[src/sv/assert_macros.svh]
// Assertion helpers. Each use names its own clock and reset.
`ifndef ASSERT_MACROS_SVH
`define ASSERT_MACROS_SVH
`ifndef ASSERT_OFF
`define ASSERT_IMPLY(label, clk, rst, ante, cons) \
  label: assert property (@(posedge clk) disable iff (rst) (ante) |-> (cons)) \
    else $error("assertion failed");
`define ASSERT_NEXT(label, clk, rst, ante, cons) \
  label: assert property (@(posedge clk) disable iff (rst) (ante) |=> (cons)) \
    else $error("assertion failed");
`else
`define ASSERT_IMPLY(label, clk, rst, ante, cons)
`define ASSERT_NEXT(label, clk, rst, ante, cons)
`endif
`endif

[src/sv/nps_pkg.sv]
package nps_pkg;

  localparam int PALETTE_ENTRIES_DEF = 256;
  localparam int MAX_SHADES          = 64;

  localparam logic [6:0] SHADE_COUNT_RESET = 7'd32;

  // item modes
  localparam logic [1:0] MODE_WRITE = 2'd0;
  localparam logic [1:0] MODE_BLEND = 2'd1;
  localparam logic [1:0] MODE_TINT  = 2'd2;
  localparam logic [1:0] MODE_SHADE = 2'd3;

  // configuration register indexes
  localparam logic [1:0] CFG_SHADE_COUNT = 2'd0;
  localparam logic [1:0] CFG_TINT_RED    = 2'd1;
  localparam logic [1:0] CFG_TINT_GREEN  = 2'd2;
  localparam logic [1:0] CFG_TINT_BLUE   = 2'd3;

  // luminance weights, red / green / blue
  localparam logic [9:0] LUMA_W [3] = '{10'd299, 10'd587, 10'd114};

  typedef struct packed {
    logic wr;          // palette write from an accepted item
    logic load;        // capture a search item
    logic rd_a;        // read first source entry
    logic rd_b;        // read second source entry
    logic cap_a;       // hold first source color
    logic set_target;  // form the target from the source read
    logic scan_valid;  // sweep address is live
    logic scan_last;   // sweep address is the last entry
  } ctrl_cmd_t;

  typedef struct packed {
    logic last_cmp;    // last entry compared this cycle
  } dp_status_t;

endpackage

[src/sv/nps_ctrl.sv]
`include "assert_macros.svh"

module nps_ctrl #(
  parameter int PALETTE_ENTRIES = nps_pkg::PALETTE_ENTRIES_DEF,
  localparam int IDX_W = $clog2(PALETTE_ENTRIES)
) (
  input  logic                   clk,
  input  logic                   rst,
  input  logic                   start,
  input  logic [1:0]             mode,
  output logic                   busy,
  output logic                   done,
  output nps_pkg::ctrl_cmd_t     cmd,
  output logic [IDX_W-1:0]       scan_addr,
  input  nps_pkg::dp_status_t    status
);
  import nps_pkg::*;

  typedef enum logic [6:0] {
    ST_IDLE   = 7'b0000001,
    ST_RD_A   = 7'b0000010,
    ST_RD_B   = 7'b0000100,
    ST_SETUP  = 7'b0001000,
    ST_SCAN   = 7'b0010000,
    ST_DRAIN  = 7'b0100000,
    ST_RESULT = 7'b1000000
  } state_t;

  localparam logic [IDX_W-1:0] LAST_IDX = IDX_W'(PALETTE_ENTRIES - 1);

  state_t           state, state_next;
  logic [IDX_W-1:0] cnt, cnt_next;
  logic [1:0]       mode_q;

  always_ff @(posedge clk) begin
    if (rst) begin
      state  <= ST_IDLE;
      cnt    <= '0;
      mode_q <= MODE_WRITE;
    end else begin
      state <= state_next;
      cnt   <= cnt_next;
      if (start && !busy) begin
        mode_q <= mode;
      end
    end
  end

  assign busy      = (state != ST_IDLE);
  assign scan_addr = cnt;

  always_comb begin
    cmd        = '0;
    state_next = state;
    cnt_next   = cnt;
    done       = 1'b0;
    unique case (state)
      ST_IDLE: begin
        if (start) begin
          if (mode == MODE_WRITE) begin
            cmd.wr = 1'b1;
          end else begin
            cmd.load   = 1'b1;
            state_next = ST_RD_A;
          end
        end
      end
      ST_RD_A: begin
        cmd.rd_a   = 1'b1;
        state_next = (mode_q == MODE_BLEND) ? ST_RD_B : ST_SETUP;
      end
      ST_RD_B: begin
        cmd.rd_b   = 1'b1;
        cmd.cap_a  = 1'b1;
        state_next = ST_SETUP;
      end
      ST_SETUP: begin
        cmd.set_target = 1'b1;
        cnt_next       = '0;
        state_next     = ST_SCAN;
      end
      ST_SCAN: begin
        cmd.scan_valid = 1'b1;
        cmd.scan_last  = (cnt == LAST_IDX);
        if (cnt == LAST_IDX) begin
          state_next = ST_DRAIN;
        end else begin
          cnt_next = cnt + 1'b1;
        end
      end
      ST_DRAIN: begin
        if (status.last_cmp) begin
          state_next = ST_RESULT;
        end
      end
      ST_RESULT: begin
        done       = 1'b1;
        state_next = ST_IDLE;
      end
      default: begin
        state_next = ST_IDLE;
      end
    endcase
  end

  `ASSERT_IMPLY(a_cmp_in_drain, clk, rst, status.last_cmp, state == ST_DRAIN)
  `ASSERT_NEXT(a_search_busy, clk, rst, start && !busy && mode != MODE_WRITE, busy)
  `ASSERT_NEXT(a_write_idle, clk, rst, start && !busy && mode == MODE_WRITE, !busy)
  `ASSERT_NEXT(a_done_idle, clk, rst, done, !busy)

endmodule

[config.mk]
export PLATFORM = sky130hd
export DESIGN_NAME = nps_ctrl
export DESIGN_NICKNAME = d
export VERILOG_FILES = /design/src/sv/nps_pkg.sv /design/src/sv/nps_ctrl.sv
export VERILOG_INCLUDE_DIRS = /design/src /design/src/sv
export SDC_FILE = /design/constraint.sdc
export NUM_CORES = 1
export LEC_CHECK = 0
export BUFFER_PORTS_ARGS = -buffer_cell sky130_fd_sc_hd__buf_2
export CELL_PAD_IN_SITES_DETAIL_PLACEMENT = 0
export CELL_PAD_IN_SITES_GLOBAL_PLACEMENT = 1
export CORE_MARGIN = 2
export CORE_UTILIZATION = 34
export CTS_BUF_LIST = sky130_fd_sc_hd__clkbuf_16
export CTS_CLUSTER_SIZE = 40
export DETAILED_ROUTE_END_ITERATION = 8
export HOLD_SLACK_MARGIN = 0.15
export PLACE_DENSITY = 0.8
export SYNTH_ARGS = -nofsm -noshare
export SYNTH_HDL_FRONTEND = slang
export SYNTH_SLANG_ARGS = --single-unit
[constraint.sdc]
create_clock -name clk -period 1.6 [get_ports clk]
set_input_delay 0.08 -clock clk [delete_from_list [all_inputs] [get_ports clk]]
set_output_delay 0.08 -clock clk [all_outputs]
set_load 0.01 [all_outputs]
==> impl_results.md <==
* Final setup violation count at 0
* WP data arrival at 1.72 ns
* Hold path cells at 2
* Critical Path, Cell by Cell: nor4b_4 -> o211ai_4 -> nor4_2 -> mux2_2
* Worst Max-Slew Pin Slew at 0.366 ns
* Post-synth top area share at 36.7%
* DRC errors left at 0
* Setup TNS at 0 ns
* Vias per cell at 5.34
* Antenna cell count at 0
* Clock Sinks at 17
* Reg-to-reg slack, setup at 0.01 ns
* Maximum operating frequency at 630 MHz
* Antenna Nets Post-Route at 0
* Hold Vio Cnt, Final at 0
* Initial core utilization at 36.8%
* Asr flop ratio synth at 0%
* Largest net degree at the start of global routing at 14
* RSZ-0062 raised after global routing: true
* Reg2reg end: scan_addr[7]$_SDFFE_PP0P_
* Gp weighted congestion at 0.781
* Clk slew on worst S/H paths at 0.05 ns
* Site Rows at 18
* Peak VDD IR at 0.000712 V
* Rel. slew slack at 75.6%
* CTS Buf Count at 3
* Post-synth top flop: dfxtp_1
* Synthesis-stage register bit count at 17
* Worst Path Max Fanout at 4
* Buf/Inv on CP at 0
* Area grow syn2layout at 57.6%
* Hold endpoint: mode_q[1]$_SDFFE_PP0P_
* Clock Latency Late Sink at 0.25 ns
* Hold Crit Class: in -> reg
* FF-to-FF path depth at 4
* Worst hold margin at 0.179 ns
* Post-Syn Instances at 106
* Synth warnings at 0
* CP Launch Type: flip-flop
* Slowest CP cell: nor4b_4
* Crit Reg-Reg Startpoint: state[2]$_SDFFE_PP0P_
* Status: finished clean
* Leakage at 0.662 nW
* # placed instances at 175
* Clock root buffer: clkbuf_16
* Area contributors post-synth: dfxtp_1 (37%), nor2_1 (4.5%), nand3_1 (4.3%)
* Gr usage total at 16.5%
* Share of layout cells above drive strength 1 at 49.0%
* DR vias at 998
* DIE WIDTH at 56.2 um
* CTS H-Tree Depth at 1
* WL per Instance at 14.1 um
* Initial antenna violation count at 0
* Leading area contributor after synthesis: dfxtp_1
* Mapped Avg Cell Area at 8.75 sq um
* Final Max Tran Viols at 0
* CTS tree: built
* Final net count at 165
* Core Box Area at 2520 sq um
* Leading cell type in the layout, fill and taps excluded: buf_2
* Final Routed Wirelength at 2630 um
* Yosys cell types at 39
* First-pass GRT wire length at 4130 um
* Final worst path period share at 99.2%
* Vias in the first global route at 929
* Syn Nets at 113
* Setup crit start: state[2]$_SDFFE_PP0P_
* Die area at 3160 sq um
* CP max stage delay at 0.38 ns
* Max cap viols at 0
* CP delay by family, top: simple AND/OR/NAND/NOR gates
* Pwr Density at 1060 nW/um^2
* IO Pins at 24
* Most frequent cells in the layout: buf_2 (23), buf_4 (22), nor2_1 (11), dfxtp_1 (11), nand2_1 (8)
* Post-Syn Area at 927 sq um
* Total congestion overflow at 0
* Die height at 56.2 um
* Worst hold start: rst
* WP data required at 1.74 ns
* Initial DRT Pass Iterations at 4
* Fin crit period at 1.59 ns
* Number of synthesized flops with an enable pin at 0
* Setup Skew at 0.00485 ns
* Post-synthesis sequential area ratio at 36.7%
* DP HPWL at 1870 um
* Port Buf Inserts at 23
* Clk buf depth at 2
* Final Util at 57.9%
* Non-Filler Instances at 187
* CP endpoint kind: flip-flop
* Initial DRC count at 23
* WS Path Type: reg -> reg
[cell type report]
type | count | area [sq um]
repair buffers | 49 | 322
multi-input cells | 80 | 647
flip-flops and latches | 17 | 350
clock buffers | 3 | 75.1
clock inverters | 1 | 3.75
inverters | 7 | 26.3
fillers | 218 | 1060
well taps | 30 | 37.5
[cells in the mapped netlist (all sizes together) (2+ instances only)]
master,number
inv,7
nor3,4
a21oi,6
o211ai,3
nor4,4
dfxtp,17
or3,2
or2,2
nor4b,4
o21ai,6
mux2i,3
nor2,11
nand3,8
nand2,9
a31oi,2
[registers in the layout, indices dropped and copies added, names as in the netlist]
signal and cells:
mode_q 2, state 7, scan_addr 8
[stage by stage]
stage / area [sq um] / power, mW / setup slack (ns)
floorplan: 947 / 0.780 / 0.0345
global placement: 1220 / 0.931 / 0.0425
detailed placement: 1220 / 0.940 / -0.0243
CTS: 1380 / 1.48 / -0.0144
global route: 1460 / 1.62 / -0.0602
finish: 1460 / 1.54 / 0.0126
[how the worst max path moves through the flow]
stage,endpoint,slack (ns),cells past startpoint
after floorplan,scan_addr[7]$_SDFFE_PP0P_,0.03,5
after global placement,scan_addr[7]$_SDFFE_PP0P_,0.04,4
after detailed placement,scan_addr[7]$_SDFFE_PP0P_,-0.02,4
after CTS,cmd[7],-0.01,6
after global routing,cmd[2],-0.06,5
final,scan_addr[7]$_SDFFE_PP0P_,0.01,4
[power breakdown]
group,internal [mW],total [mW],switching [mW]
clock,0.331,0.491,0.159
sequential,0.459,0.522,0.0626
combinational,0.267,0.532,0.265
[metal layers]
layer | track usage, % | up-vias | part of all wire, %
li1 | - | 487 | -
met1 | 20.9 | 486 | 44
met2 | 27.1 | 23 | 52
met3 | 2.33 | 2 | 3.4
met4 | 8.50 | 0 | 1.0
met5 | 0 | - | 0
[worst reg2reg max path: stages (launching register included)]
cell and delay, ns:
dfxtp_4 0.36, nor4b_4 0.38, o211ai_4 0.14, nor4_2 0.24, mux2_2 0.36
[logic make-up (layout without fill, tap and decap cells)]
family | Yosys count | after routing | synth area share (%)
buf+inv | 9 | 60 | 4.05
mux | 4 | 4 | 4.45
fa+ha+maj | 1 | 1 | 1.35
flops | 17 | 17 | 36.7
compound gates | 22 | 22 | 16.2
simple gates | 51 | 51 | 35.4
xor+xnor | 2 | 2 | 1.89
[what timing repair did]
action                                  CTS  global route
endpoints found under the setup margin    8            10
endpoints found under the hold margin     4             0
gates resized for setup                  10            11
buffers inserted                          1             4
pin swaps                                 2            11
hold buffers                              3             0
No activity file was read; power rests on OpenSTA's default activity.
